$ cat config.mk
export PLATFORM = sky130hd
export DESIGN_NAME = page_run_allocator_top_down_top
export DESIGN_NICKNAME = d
export VERILOG_FILES = /design/src/hw/rtl/pra_pkg.sv /design/src/hw/rtl/pra_ctrl.sv /design/src/hw/rtl/pra_dp.sv /design/src/hw/rtl/page_run_allocator_top_down_top.sv
export VERILOG_INCLUDE_DIRS = /design/src /design/src/hw/rtl
export SDC_FILE = /design/constraint.sdc
export NUM_CORES = 1
export LEC_CHECK = 0
export BUFFER_PORTS_ARGS = -buffer_cell sky130_fd_sc_hd__buf_2
export CAP_MARGIN = 25
export CORE_AREA = 2 2 277 197
export CTS_CLUSTER_DIAMETER = 60
export DETAILED_ROUTE_END_ITERATION = 12
export DIE_AREA = 0 0 279 199
export PLACE_DENSITY = 0.67
export SETUP_SLACK_MARGIN = 0.3
export SYNTH_ARGS = -nofsm -noshare
export SYNTH_HDL_FRONTEND = slang
export SYNTH_SLANG_ARGS = --single-unit
export TNS_END_PERCENT = 20
$ cat constraint.sdc
create_clock -name clk -period 31.6 [get_ports clk]
set_input_delay 1.58 -clock clk [delete_from_list [all_inputs] [get_ports clk]]
set_output_delay 1.58 -clock clk [all_outputs]
set_load 0.01 [all_outputs]
$ cat src/hw/rtl/assert_macros.svh
// Assertion macros shared by the page run allocator RTL.
`ifndef ASSERT_MACROS_SVH
`define ASSERT_MACROS_SVH
`ifndef SYNTHESIS
// Property holds at every clock edge outside reset.
`define PRA_ASSERT(lbl, clk, rst_n, prop) \
	lbl: assert property (@(posedge clk) disable iff (!rst_n) prop) \
	else $error("page run allocator assertion failed");
// Condition never holds outside reset.
`define PRA_NEVER(lbl, clk, rst_n, cond) \
	lbl: assert property (@(posedge clk) disable iff (!rst_n) !(cond)) \
	else $error("page run allocator forbidden condition");
`else
`define PRA_ASSERT(lbl, clk, rst_n, prop)
`define PRA_NEVER(lbl, clk, rst_n, cond)
`endif
`endif

$ cat src/hw/rtl/pra_pkg.sv
// Types and codes shared by the page run allocator modules.
package pra_pkg;

	localparam logic [1:0] OP_ALLOC = 2'd0;
	localparam logic [1:0] OP_FREE  = 2'd1;
	localparam logic [1:0] OP_CLEAR = 2'd2;

	typedef struct packed {
		logic [1:0] opcode;
		logic [9:0] page_count;
		logic [8:0] start_page;
	} cmd_t;

	typedef struct packed {
		logic       ok;
		logic [8:0] base_page;
	} res_t;

	typedef enum logic [2:0] {
		ST_INIT,
		ST_IDLE,
		ST_DECODE,
		ST_SCAN,
		ST_MARK,
		ST_FREE,
		ST_SWEEP
	} state_t;

	// What the address/count walker is doing.
	typedef enum logic [1:0] {
		WK_SWEEP,
		WK_FREE,
		WK_MARK,
		WK_SCAN
	} walk_t;

	typedef enum logic [1:0] {
		RP_FAIL,
		RP_OK,
		RP_ALLOC,
		RP_FREE
	} reply_t;

	typedef struct packed {
		logic   load;
		logic   setup;
		logic   step;
		walk_t  kind;
		logic   reply;
		reply_t rsel;
	} ctl_t;

	typedef struct packed {
		logic [1:0] opcode;
		logic       left_zero;
		logic       chk_v;
		logic       hit;
		logic       alloc_bad;
	} st_t;

endpackage

$ cat src/hw/rtl/pra_ctrl.sv
// Controller state machine for the page run allocator.
`include "assert_macros.svh"
module pra_ctrl (
	input  logic          clk,
	input  logic          arst_n,
	input  logic          start,
	input  pra_pkg::st_t  st,
	output pra_pkg::ctl_t ctl,
	output logic          busy
);

	pra_pkg::state_t state_q, state_d;

	always_ff @(posedge clk or negedge arst_n) begin
		if (!arst_n) begin
			state_q <= pra_pkg::ST_INIT;
		end else begin
			state_q <= state_d;
		end
	end

	always_comb begin
		state_d = state_q;
		case (state_q)
			pra_pkg::ST_INIT: begin
				if (st.left_zero) state_d = pra_pkg::ST_IDLE;
			end
			pra_pkg::ST_IDLE: begin
				if (start) state_d = pra_pkg::ST_DECODE;
			end
			pra_pkg::ST_DECODE: begin
				case (st.opcode)
					pra_pkg::OP_ALLOC: state_d = st.alloc_bad ? pra_pkg::ST_IDLE
						: pra_pkg::ST_SCAN;
					pra_pkg::OP_FREE:  state_d = pra_pkg::ST_FREE;
					pra_pkg::OP_CLEAR: state_d = pra_pkg::ST_SWEEP;
					default:           state_d = pra_pkg::ST_IDLE;
				endcase
			end
			pra_pkg::ST_SCAN: begin
				if (st.hit) state_d = pra_pkg::ST_MARK;
				else if (st.left_zero && !st.chk_v) state_d = pra_pkg::ST_IDLE;
			end
			pra_pkg::ST_MARK, pra_pkg::ST_FREE, pra_pkg::ST_SWEEP: begin
				if (st.left_zero) state_d = pra_pkg::ST_IDLE;
			end
			default: state_d = pra_pkg::ST_IDLE;
		endcase
	end

	always_comb begin
		ctl      = '0;
		ctl.kind = pra_pkg::WK_SWEEP;
		ctl.rsel = pra_pkg::RP_FAIL;
		case (state_q)
			pra_pkg::ST_INIT: begin
				ctl.step = !st.left_zero;
			end
			pra_pkg::ST_IDLE: begin
				ctl.load = start;
			end
			pra_pkg::ST_DECODE: begin
				case (st.opcode)
					pra_pkg::OP_ALLOC: begin
						if (st.alloc_bad) begin
							ctl.reply = 1'b1;
						end else begin
							ctl.setup = 1'b1;
							ctl.kind  = pra_pkg::WK_SCAN;
						end
					end
					pra_pkg::OP_FREE: begin
						ctl.setup = 1'b1;
						ctl.kind  = pra_pkg::WK_FREE;
					end
					pra_pkg::OP_CLEAR: begin
						ctl.setup = 1'b1;
					end
					default: ctl.reply = 1'b1;
				endcase
			end
			pra_pkg::ST_SCAN: begin
				if (st.hit) begin
					ctl.setup = 1'b1;
					ctl.kind  = pra_pkg::WK_MARK;
				end else if (st.left_zero && !st.chk_v) begin
					ctl.reply = 1'b1;
				end else begin
					ctl.step = !st.left_zero;
					ctl.kind = pra_pkg::WK_SCAN;
				end
			end
			pra_pkg::ST_MARK: begin
				ctl.kind  = pra_pkg::WK_MARK;
				ctl.reply = st.left_zero;
				ctl.step  = !st.left_zero;
				ctl.rsel  = pra_pkg::RP_ALLOC;
			end
			pra_pkg::ST_FREE: begin
				ctl.kind  = pra_pkg::WK_FREE;
				ctl.reply = st.left_zero;
				ctl.step  = !st.left_zero;
				ctl.rsel  = pra_pkg::RP_FREE;
			end
			pra_pkg::ST_SWEEP: begin
				ctl.reply = st.left_zero;
				ctl.step  = !st.left_zero;
				ctl.rsel  = pra_pkg::RP_OK;
			end
			default: ctl = '0;
		endcase
	end

	assign busy = (state_q != pra_pkg::ST_IDLE);

	`PRA_NEVER(a_setup_and_step, clk, arst_n, ctl.setup && ctl.step)
	`PRA_ASSERT(a_reply_to_idle, clk, arst_n, ctl.reply |=> (state_q == pra_pkg::ST_IDLE))
	`PRA_ASSERT(a_accept_decodes, clk, arst_n,
		(state_q == pra_pkg::ST_IDLE && start) |=> (state_q == pra_pkg::ST_DECODE))

endmodule

$ cat src/hw/rtl/pra_dp.sv
// Datapath for the page run allocator: page map memory, walker and run counter.
`include "assert_macros.svh"
module pra_dp #(
	parameter int NUM_PAGES = 512
) (
	input  logic          clk,
	input  logic          arst_n,
	input  pra_pkg::cmd_t cmd,
	input  pra_pkg::ctl_t ctl,
	output pra_pkg::st_t  st,
	output pra_pkg::res_t res,
	output logic          done
);

	localparam int AW = $clog2(NUM_PAGES);
	localparam int CB = $clog2(NUM_PAGES + 1);
	// Wide enough for start_page + page_count and for the page count itself.
	localparam int EW = (CB > 11) ? CB : 11;
	localparam logic [EW-1:0] NP = EW'(NUM_PAGES);

	logic          mem_q [NUM_PAGES];
	pra_pkg::cmd_t cmd_q;
	logic [AW-1:0] addr_q;
	logic [EW-1:0] left_q;
	logic [EW-1:0] run_q;
	logic [AW-1:0] base_q;
	logic          chk_v_s1;
	logic [AW-1:0] chk_addr_s1;
	logic          used_s1;
	pra_pkg::res_t res_q;
	logic          done_q;

	logic [EW-1:0] want, first, free_end, free_len, run_nx, setup_left;
	logic [AW-1:0] setup_addr;
	logic          free_ok, alloc_bad, hit, left_zero, wen, ren;

	always_comb begin
		want      = EW'(cmd_q.page_count);
		first     = EW'(cmd_q.start_page);
		free_end  = first + EW'(cmd_q.page_count);
		free_ok   = (free_end <= NP);
		// pages of the free run that lie inside the map
		if (first >= NP) free_len = '0;
		else if (free_ok) free_len = want;
		else free_len = NP - first;
		alloc_bad = (want == '0) || (want > NP);
		run_nx    = run_q + EW'(1);
		hit       = chk_v_s1 && !used_s1 && (run_nx == want);
		left_zero = (left_q == '0);
		ren       = ctl.step && (ctl.kind == pra_pkg::WK_SCAN) && !left_zero;
		wen       = ctl.step && (ctl.kind != pra_pkg::WK_SCAN) && !left_zero;
	end

	always_comb begin
		case (ctl.kind)
			pra_pkg::WK_SWEEP: begin
				setup_addr = '0;
				setup_left = NP;
			end
			pra_pkg::WK_FREE: begin
				setup_addr = AW'(first);
				setup_left = free_len;
			end
			pra_pkg::WK_MARK: begin
				setup_addr = chk_addr_s1;
				setup_left = want;
			end
			pra_pkg::WK_SCAN: begin
				setup_addr = AW'(NUM_PAGES - 1);
				setup_left = NP;
			end
			default: begin
				setup_addr = '0;
				setup_left = '0;
			end
		endcase
	end

	// Out of reset the walker is set for the initial map sweep.
	always_ff @(posedge clk or negedge arst_n) begin
		if (!arst_n) begin
			addr_q   <= '0;
			left_q   <= NP;
			run_q    <= '0;
			chk_v_s1 <= 1'b0;
			done_q   <= 1'b0;
		end else begin
			chk_v_s1 <= ren;
			done_q   <= ctl.reply;
			if (ctl.setup) begin
				addr_q <= setup_addr;
				left_q <= setup_left;
			end else if (ctl.step && !left_zero) begin
				left_q <= left_q - EW'(1);
				addr_q <= (ctl.kind == pra_pkg::WK_SCAN) ? addr_q - AW'(1) : addr_q + AW'(1);
			end
			if (ctl.setup) run_q <= '0;
			else if (chk_v_s1) run_q <= used_s1 ? '0 : run_nx;
		end
	end

	always_ff @(posedge clk) begin
		if (wen) mem_q[addr_q] <= (ctl.kind == pra_pkg::WK_MARK);
		if (ren) begin
			used_s1     <= mem_q[addr_q];
			chk_addr_s1 <= addr_q;
		end
		if (ctl.load) cmd_q <= cmd;
		if (ctl.setup && ctl.kind == pra_pkg::WK_MARK) base_q <= chk_addr_s1;
		if (ctl.reply) begin
			case (ctl.rsel)
				pra_pkg::RP_FAIL:  res_q <= '{ok: 1'b0, base_page: 9'd0};
				pra_pkg::RP_OK:    res_q <= '{ok: 1'b1, base_page: 9'd0};
				pra_pkg::RP_ALLOC: res_q <= '{ok: 1'b1, base_page: 9'(base_q)};
				pra_pkg::RP_FREE:  res_q <= '{ok: free_ok, base_page: 9'd0};
				default:           res_q <= '{ok: 1'b0, base_page: 9'd0};
			endcase
		end
	end

	assign st.opcode    = cmd_q.opcode;
	assign st.left_zero = left_zero;
	assign st.chk_v     = chk_v_s1;
	assign st.hit       = hit;
	assign st.alloc_bad = alloc_bad;
	assign res          = res_q;
	assign done         = done_q;

	`PRA_NEVER(a_rd_wr_clash, clk, arst_n, wen && ren)
	`PRA_ASSERT(a_wr_in_run, clk, arst_n, wen |-> (left_q != '0))
	`PRA_ASSERT(a_done_pulse, clk, arst_n, done_q |=> !done_q)

endmodule

$ cat src/hw/rtl/page_run_allocator_top_down_top.sv
// Top level of the top-down first-fit page run allocator.
//
//  channel   ports                     handshake
//  command   start, busy, cmd          word taken when start && !busy
//  result    done, res                 one-cycle strobe, always taken
//
// One result word per command. Allocate reads the map one page per cycle from the top;
// a bad size or opcode fails without a walk. Free walks the pages inside the map; clear, the whole map.
// After reset busy stays high while the map is swept clear.
// The result side has no stall; a word shows on res for the single cycle of done.
module page_run_allocator_top_down_top #(
	parameter int NUM_PAGES = 512
) (
	input  logic          clk,
	input  logic          arst_n,
	input  logic          start,
	output logic          busy,
	input  pra_pkg::cmd_t cmd,
	output logic          done,
	output pra_pkg::res_t res
);

	pra_pkg::ctl_t ctl;
	pra_pkg::st_t  st;

	pra_ctrl u_ctrl (
		.clk    (clk),
		.arst_n (arst_n),
		.start  (start),
		.st     (st),
		.ctl    (ctl),
		.busy   (busy)
	);

	pra_dp #(
		.NUM_PAGES (NUM_PAGES)
	) u_dp (
		.clk    (clk),
		.arst_n (arst_n),
		.cmd    (cmd),
		.ctl    (ctl),
		.st     (st),
		.res    (res),
		.done   (done)
	);

endmodule

==> results.toml, run 1 <==
[outcome]
outcome = "completed"

[cells_and_area]
final_cell_mix = "nor2_1, edfxtp_1, mux4_2, nand2_1, clkbuf_16"
drive_gt1_share_pct = 15.6
layout_commonest_cell = "nor2_1"
final_nets = 1995
n_antenna_cell = 0
synthToLayoutAreaGrowth_pct = 9.33

[timing]
setup_viol = 0
fin_skew_ps = 17.4
timing.slew.headroom_pct = 24.7
fin_ws_ps = 25830
fmax_mhz = 173
min_period_ps = 5770
fin_tns_setup_ps = 0
rsz0062_at_grt = "no"
hold_viol_final = 0
tightest_slew_ps = 1120
period_share_pct = 18.3
finalMaxSlewViolations = 0

[route]
vias = 16700
dr.pass1.iters = 6
drt_wl_total_um = 65800
dr.first_iter.drc_count = 2049
viasPerCell = 6.25
postRouteAntennaNets = 0
drc = 0
routedWlPerCell_um = 24.6

[clocking]
clk_latency_ps = 600
htree_levels = 2
path_clk_slew_ps = 60
cts_buffers = 55
cts_sinks = 598
cts-root-buf = "clkbuf_16"
postCtsHoldBufs = 0
cts_tree = "built"
post_cts_buffers = 0
postCtsResizedCells = 0
clock_path_buffers = 3

[place]
globalplace.congestion = 0.861
place_worst_setup_slack_ps = 26090
dp_hpwl_um = 37400
port_buffers = 35

[floorplanning]
core_mm2 = 0.0530
dieArea_mm2 = 0.0555
std_cell_rows = 71
fp.dieW_um = 279
initial_utilization_pct = 51.4
pin_count = 36
die_y_um = 199

[global_routing]
grtUsageMet3_pct = 5.16
grt_pass1_vias = 16400
grtUsageTotal_pct = 23.9
gr-usage-met1_pct = 35.2
grt_busiest_layer = "met2"
grt_start_max_net_pins = 118
use_met2_pct = 36.8
antenna_found_initial = 1
grt_first_pass_wirelength_um = 99200
grt_overflow = 0

[worst_setup_path]
crit_top_cell = "nand2_1"
crit_required_ps = 31890
rrSetupSlack_ps = 25830
critPathLaunchType = "register"
slowest_stage = "nor4_4"
path_class = "register to register"
cp_cell_sequence = "nor4_1, nor3b_1, nand2_1, or4_1, nor2_1, nand2_1, o21ai_0, a2bb2oi_1, inv_1, ha_1, nor4_4, nand2_1, nor2_1"
crit_fanout = 21
crit_family = "simple AND/OR/NAND/NOR gates"
worstPathArrival_ps = 6060
endpoint_kind = "register"
path_buf_inv = 1
slowest_delay_ps = 1090

[logic_synthesis]
syn_inst = 1972
syn_nets = 2026
synth_edf_count = 562
synth_area_mm2 = 0.0272
synth_cell_types = 71
yosys.area.top_type_share_pct = 62.0
synth_ff_type = "edfxtp_1"
yosys.area.top_type = "edfxtp_1"
synth_area_leaders = "edfxtp_1, mux4_2, nor2_1"
yosys_warnings = 0
synth-seq-cells = 598
ys_seq_area_share_pct = 65.3
synthArstFlopShare_pct = 6.02
syn_area_per_cell_um2 = 13.8

[power]
vdd_drop_max_mv = 0.0606
p_per_area_mw_per_mm2 = 92.7
p_leak_nw = 9.38

[min_path]
hold_class = "register to register"

[run]
drv_cap = 0
## final timing paths
| check | depth (start not counted) | startpoint | to |
|---|---|---|---|
| max in group asynchronous | 1 | arst_n | u_dp.addr_q[0] |
| worst max-delay path | 13 | u_dp.left_q[2] | u_dp.mem_q[170] |
| worst max register to register | 13 | u_dp.left_q[2] | u_dp.mem_q[170] |
| worst min-delay path | 0 | u_dp.addr_q[4] | u_dp.chk_addr_s1[4] |
| worst min register to register | 0 | u_dp.addr_q[4] | u_dp.chk_addr_s1[4] |
| min in group asynchronous | 1 | arst_n | u_dp.run_q[8] |
## final cells by class
cell class | instances | area (µm²)
Clock inverter | 22 | 259
Sequential cell | 598 | 17800
Tap cell | 693 | 867
Clock buffer | 74 | 1480
Timing Repair Buffer | 66 | 495
Inverter | 20 | 75.1
Multi-Input combinational cell | 1200 | 8810
Fill cell | 4194 | 23300
## cell usage after synthesis (all sizes together) (3+ instances only)
cell / number
a211oi: 7
a21o: 6
a21oi: 38
a221o: 8
a221oi: 9
a22oi: 9
a31oi: 5
and2: 6
and3: 14
buf: 62
clkbuf: 92
dfrtp: 35
edfxtp: 562
ha: 28
inv: 19
mux2: 4
mux2i: 40
mux4: 139
nand2: 65
nand2b: 8
nand3: 43
nand4: 6
nand4b: 4
nor2: 573
nor2b: 18
nor3: 23
nor3b: 5
nor4: 7
o2111ai: 7
o211ai: 3
o21a: 6
o21ai: 22
o22a: 3
o22ai: 4
o311ai: 3
o31ai: 3
or3: 12
or4: 3
xnor2: 21
xor2: 14
## where the power goes
part	internal, mW	total [mW]	switching, mW
sequential	1.05	1.14	0.0864
clock	0.369	0.658	0.290
combinational	0.354	0.966	0.612
## worst register-to-register path, cell delays in order (launching register included)
cell and delay [ps]:
dfrtp_1 420, nor4_1 580, nor3b_1 350, nand2_1 160, or4_1 490, nor2_1 180
nand2_1 70, o21ai_0 80, a2bb2oi_1 370, inv_1 170, ha_1 560, nor4_4 1100
nand2_1 640, nor2_1 310
## per-layer routing
layer  share of wire, %  vias to the layer above
met5              0.021                        -
met4                2.1                        2
met3                9.5                      108
met2                 45                      760
met1                 43                     8576
li1                   -                     7251
## sequential cells by signal, indices dropped and copies added, names as in the netlist
name	flops
u_ctrl.state_q	3
u_dp.addr_q	9
u_dp.base_q	9
u_dp.chk_addr_s1	9
u_dp.chk_v_s1	1
u_dp.cmd_q	19
u_dp.done	1
u_dp.left_q	11
u_dp.mem_q	512
u_dp.res	10
u_dp.run_q	11
u_dp.st	2
u_dp.used_s1	1
## stage by stage
step	util, %	power, mW	instance area, µm²	hold WS [ps]	instances
after CTS	56.1	2.76	29800	447	2672
final	56.1	2.76	29800	445	2673
after floorplan	-	1.85	27200	423	1972
after global placement	52.7	2.08	27900	431	2572
after detailed placement	52.9	2.11	28000	433	2576
after global routing	56.1	2.88	29800	464	2673
## cells by family after synthesis
group | Yosys count | synth area share, %
muxes | 183 | 13.1
DFF | 598 | 65.3
xor gates and xnor gates | 35 | 1.13
adders and majority gates | 30 | 1.43
AOI/OAI and AO/OA | 156 | 4.10
and+or+nand+nor | 796 | 12.3
buffers and inverters | 174 | 2.63
Note: power is estimated with default switching activity, not from simulation.
==> run 2: changes to the inputs <==
- ABC_AREA: unset -> 1
- CORE_AREA: 2 2 277 197 -> 2 2 280 199
- DIE_AREA: 0 0 279 199 -> 0 0 282 201
- PLACE_DENSITY: 0.67 -> 0.7
- clock period: 31.6 -> 4.7 ns (I/O delays scaled with it)
==> run 2 against run 1 <==
- setup slack got worse by 25000 ps
- cell count increased by 28%
- design area increased by 3.7%
- power grew to 7.0 times the previous value
- non-clock buffer count increased by 59
- routed wire length increased by 12%
- via count up 20%
==> results.toml, run 2 <==
[route]
routedWlPerCell_um = 21.6
postRouteAntennaNets = 0
vias = 20100
dr.pass1.iters = 6
dr.first_iter.drc_count = 2509
drt_wl_total_um = 73700
drc = 0
viasPerCell = 5.87

[global_routing]
grt_pass1_vias = 19200
grtUsageMet3_pct = 6.10
antenna_found_initial = 1
gr-usage-met1_pct = 38.4
use_met2_pct = 39.1
grtUsageTotal_pct = 26.2
grt_start_max_net_pins = 133
grt_first_pass_wirelength_um = 113000
grt_overflow = 0
grt_busiest_layer = "met2"

[floorplanning]
core_mm2 = 0.0543
fp.dieW_um = 282
die_y_um = 201
initial_utilization_pct = 51.1
std_cell_rows = 72
pin_count = 36
dieArea_mm2 = 0.0567

[timing]
rsz0062_at_grt = "yes"
period_share_pct = 86.5
fin_skew_ps = 58.2
min_period_ps = 4060
fmax_mhz = 246
hold_viol_final = 0
timing.slew.headroom_pct = 28.1
tightest_slew_ps = 1080
finalMaxSlewViolations = 0
setup_viol = 0
fin_tns_setup_ps = 0

[place]
dp_hpwl_um = 43100
globalplace.congestion = 0.873
port_buffers = 35

[logic_synthesis]
yosys_warnings = 0
synthAdderAreaFrac_pct = 1.41
synth_xor_area_share_pct = 0.600
synth.most_common_cell = "nor2_1"
yosys.area_share.simple_pct = 20.0
yosys.area.top_type_share_pct = 60.8
syn_inst = 2620
synthMuxAreaShare_pct = 0
synth-seq-cells = 598
synth_top_family_by_area = "simple AND/OR/NAND/NOR gates"
synthArstFlopShare_pct = 6.02
syn_nets = 2674
yosys.area.top_type = "edfxtp_1"
synth_edf_count = 562
synth_ff_type = "edfxtp_1"
synth_area_leaders = "edfxtp_1, nor2_1, nand2_1"
synth_commonest_cells = "nor2_1, edfxtp_1, nand2_1"
synth_compound_area_share_pct = 9.13
synth_cell_types = 46
synth_area_mm2 = 0.0278
syn_area_per_cell_um2 = 10.6
ys_seq_area_share_pct = 64.1

[cells_and_area]
layout_commonest_cell = "nor2_1"
drive_gt1_share_pct = 10.2
final_cell_mix = "nor2_1, edfxtp_1, nand2_1, a22oi_1, inv_1"
utilization_pct = 56.8
final_nets = 2687
reg_top3 = "u_dp.mem_q (512), u_dp.cmd_q (19)"
n_antenna_cell = 0
synthToLayoutAreaGrowth_pct = 11.2
largest_reg_flops = 512
top_register = "u_dp.mem_q"

[worst_setup_path]
worstRegToRegCells = 27
rrSetupSlack_ps = 640
r2r-end = "u_dp.addr_q[5]"
startpoint = "u_dp.run_q[0]"
critPathLaunchType = "register"
crit-reg2reg-launch = "u_dp.run_q[0]"
endpoint_kind = "register"
path_class = "register to register"
worstPathArrival_ps = 4620
crit_fanout = 12
crit_required_ps = 5260

[run]
drv_cap = 0

[clocking]
path_clk_slew_ps = 60
post_cts_buffers = 0
clk_latency_ps = 670
htree_levels = 2
clock_path_buffers = 3
cts_tree = "built"
cts_sinks = 598
cts-root-buf = "clkbuf_16"
cts_buffers = 57

[min_path]
hp-start = "start"
min_to = "u_ctrl.state_q[0]"
hold_class = "primary input to register"
whs_path_depth = 5

[outcome]
outcome = "completed"

[power]
vdd_drop_max_mv = 0.406
p_leak_nw = 10.9
p_per_area_mw_per_mm2 = 624
## run 2: cell types whose count changed in the layout (fill, tap and decap cells not counted), sizes merged, moves of 18 or more
cell and change:
mux2i -40, nand2 +459, mux4 -139, nand4 +36, dlygate4sd3 +22, nor2 +64, nand3 +41, a22oi +247
inv +101, buf +37, nor2b -18
## run 2: logic make-up after synthesis
logic type | count (synthesis)
XOR/XNOR | 19
flip-flops | 598
buffers and inverters | 292
AND/OR/NAND/NOR | 1316
AO/OA/AOI/OAI | 365
adder cells (fa/ha/maj) | 30
## run 2: layout make-up
class                      instances  area (µm²)
sequential                       598       17800
tap                              740         926
timing repair buffer             125        1070
inverter                         121         457
multi-input combinational       1730        8810
fill                            4537       23500
clock inverter                    30         314
clock buffer                      72        1510
## run 2: routing by layer
metal / vias up / share of wire [%]
li1: 9118 / -
met1: 9762 / 42
met2: 1049 / 45
met3: 131 / 11
met4: 2 / 2.4
met5: - / 0.011
## run 2: metrics by stage
step | instance area, µm² | worst slack [ps] | hold WS [ps] | total power, mW | std cells
floorplan | 27800 | 3.22 | -60.6 | 12.1 | 2620
global placement | 28700 | 483 | 394 | 14.4 | 3286
detailed placement | 28800 | 464 | 414 | 14.6 | 3291
CTS | 30900 | 427 | 172 | 19.1 | 3415
global route | 30900 | 274 | 237 | 20.2 | 3416
finish | 30900 | 636 | 228 | 19.3 | 3416
## run 2: worst max path at each step
| stage | slack, ps | to |
|---|---|---|
| global placement | 480 | u_dp.addr_q[6] |
| finish | 640 | u_dp.addr_q[5] |
| global route | 270 | u_dp.addr_q[5] |
| detailed placement | 460 | u_dp.addr_q[6] |
| CTS | 430 | u_dp.addr_q[6] |
| floorplan | 3 | u_dp.left_q[0] |
## run 2: power by group
part           leakage, nW  switching [mW]  internal, mW
Clock                0.903            2.05          2.51
Combinational         4.35            5.47          1.99
Sequential            5.63           0.241          7.00
Total                 10.9            7.76          11.5
## run 2: timing repair
item | in CTS | in global routing
hold buffers | 22 | 0
endpoints found under the hold margin | 56 | 0
gates resized for setup | 0 | 3
endpoints found under the setup margin | 0 | 4
## run 2: worst max-delay path: stages (launching register included)
cell and delay, ps:
dfrtp_2 480, ha_4 300, inv_2 30, nand2_1 50
nand3_1 70, nor2_1 130, nand2_1 70, nor2_1 80
nand3_1 80, nor2_2 160, nand3_2 110, nand3_2 90
nand2_2 70, nor2_4 170, inv_1 100, ha_2 270
buf_4 220, ha_1 280, nand2_1 60, nor2_1 40
a211oi_1 400, o21ai_0 140, a21oi_1 180, xnor2_1 130
nand2_1 70, nand2_1 100, nand2_1 40, o21ai_0 70
==> run 3: changes to the inputs <==
- ABC_AREA: 1 -> unset
- CORE_AREA: 2 2 280 199 -> 2 2 337 239
- DIE_AREA: 0 0 282 201 -> 0 0 339 241
- PLACE_DENSITY: 0.7 -> 0.51
==> run 3 against run 2 <==
- non-clock buffer count increased by 35
- clock-buffer cell count increased by 1
- sequential power increased by 6.8%
- register-to-register slack got worse by 130 ps
- setup slack got worse by 130 ps
- maximum frequency decreased by 3.1%
- cell count decreased by 8.0%
- global-route usage decreased by 8.1 points
- critical path type unchanged
- critical endpoint is now u_dp.addr_q[8]
- largest cell class unchanged
- highest routed layer is now met4
==> results.toml, run 3 (same netlist as run 1, synthesis figures left out) <==
[power]
vdd_drop_max_mv = 0.404
p_leak_nw = 9.98
p_per_area_mw_per_mm2 = 629

[route]
viasPerCell = 5.39
highest_layer = "met4"
wl_met2_um = 32200
dr.first_iter.drc_count = 1699
vias = 17000
drc = 0
postRouteAntennaNets = 0
met3_length_um = 5390
drt_wl_total_um = 73900
routedWlPerCell_um = 23.5
wl_met1_um = 35300
dr.pass1.iters = 5

[clocking]
clk_latency_ps = 650
clock_path_buffers = 3
cts_tree = "built"
path_clk_slew_ps = 60
htree_levels = 2
cts_sinks = 598
cts_buffers = 59
cts-root-buf = "clkbuf_16"

[worst_setup_path]
worstPathArrival_ps = 4750
crit_required_ps = 5250
path_buf_inv = 0
cp_cell_sequence = "ha_4, xor2_1, or4_1, nor4_2, nand4_1, o21ai_4, o221ai_4, ha_4, ha_1, a21o_1, a21oi_2, nor2b_1, o21a_1, o41ai_2, xnor2_1, nand2_1, xor2_1, o21ai_0"
crit_family = "compound AO/OA/AOI/OAI gates"
slowest_stage = "or4_1"
path_class = "register to register"
endpoint_kind = "register"
slowest_delay_ps = 490
critPathLaunchType = "register"
crit_fanout = 4

[timing]
fmax_mhz = 239
finalMaxSlewViolations = 0
fin_ws_ps = 508
fin_skew_ps = 28.7
timing.slew.headroom_pct = 27.6
tightest_slew_ps = 1080
setup_viol = 0
min_period_ps = 4190
hold_viol_final = 0
rsz0062_at_grt = "yes"
period_share_pct = 89.2

[outcome]
outcome = "completed"

[floorplanning]
die_y_um = 241
std_cell_rows = 86
initial_utilization_pct = 34.8
core_mm2 = 0.0782
pin_count = 36
fp.dieW_um = 339
dieArea_mm2 = 0.0817

[cells_and_area]
layout_commonest_cell = "nor2_1"
n_antenna_cell = 0
drive_gt1_share_pct = 20.1
final_cell_mix = "nor2_1, edfxtp_1, mux4_2, buf_4, clkbuf_16"
final_nets = 2093
reg_top3 = "u_dp.mem_q (512), u_dp.cmd_q (19)"
top_register = "u_dp.mem_q"
largest_reg_flops = 512
synthToLayoutAreaGrowth_pct = 15.1
num-fill-cells = 7352
finalInstanceArea_mm2 = 0.0314
stdcell_count = 3144

[place]
placed_cells = 3006
dpl_cell_area_mm2 = 0.0291
place_worst_setup_slack_ps = 147
dp_hpwl_um = 44600
port_buffers = 35
globalplace.congestion = 0.832

[global_routing]
grt_first_pass_wirelength_um = 111000
grt_overflow = 0
grtUsageTotal_pct = 18.2
grt_pass1_vias = 16900
grt_start_max_net_pins = 129
antenna_found_initial = 1

[run]
drv_cap = 0

[min_path]
hold_class = "primary input to register"
==> run 3: cell type report <==
class	count	area, µm²	share of cell area (%)
inverters	20	75.1	0.239
repair buffers	160	1280	4.09
clock inverters	37	380	1.21
clock buffers	73	1580	5.04
well taps	1056	1320	4.21
multi-input cells	1200	8930	28.5
flip-flops and latches	598	17800	56.7
==> run 3: metrics by stage <==
stage	setup TNS, ps	hold slack, ps	utilization (%)	total power, mW
after global placement	0	412	37.1	14.7
after global routing	0	271	40.1	20.7
after floorplan	-69890	-60.6	-	12.1
after CTS	0	175	40.0	19.8
final	0	213	40.1	19.7
after detailed placement	0	414	37.1	14.9
==> run 3: worst paths after layout <==
kind	start	to	slack [ps]	cells after the start
setup / recovery	u_dp.run_q[1]	u_dp.addr_q[8]	510	18
hold reg to reg	u_dp.chk_addr_s1[2]	u_dp.base_q[2]	490	0
max in group asynchronous	arst_n	u_dp.addr_q[1]	3710	2
setup reg to reg	u_dp.run_q[1]	u_dp.addr_q[8]	510	18
min in group asynchronous	arst_n	u_dp.run_q[10]	290	2
hold / removal	start	u_ctrl.state_q[2]	210	4
==> run 3: metal layers <==
layer / vias to the layer above / track usage (%)
li1: 7454 / -
met1: 8874 / 28.0
met2: 551 / 27.0
met3: 77 / 3.08
met4: 0 / 3.58
met5: - / 0
==> run 3: report_power, final <==
| part | internal [mW] | total [mW] | switching, mW |
|---|---|---|---|
| registers | 7.05 | 7.73 | 0.672 |
| clock network | 2.77 | 4.87 | 2.10 |
| logic | 2.73 | 7.12 | 4.39 |
| total | 12.6 | 19.7 | 7.16 |
==> run 3: worst register-to-register path, stage by stage, from the launching register on <==
cell and delay, ps:
dfrtp_2 440, ha_4 250, xor2_1 150, or4_1 490
nor4_2 250, nand4_1 210, o21ai_4 200, o221ai_4 140
ha_4 200, ha_1 330, a21o_1 210, a21oi_2 150
nor2b_1 70, o21a_1 190, o41ai_2 310, xnor2_1 160
nand2_1 80, xor2_1 150, o21ai_0 150
==> run 3: repair_timing <==
item                                    4_1_cts  5_1_grt
buffers inserted                              1        5
pin swaps                                     1        5
gates resized for setup                       3       12
endpoints found under the setup margin       28      183
hold buffers                                 22        0
hold endpoints to repair                     56        0
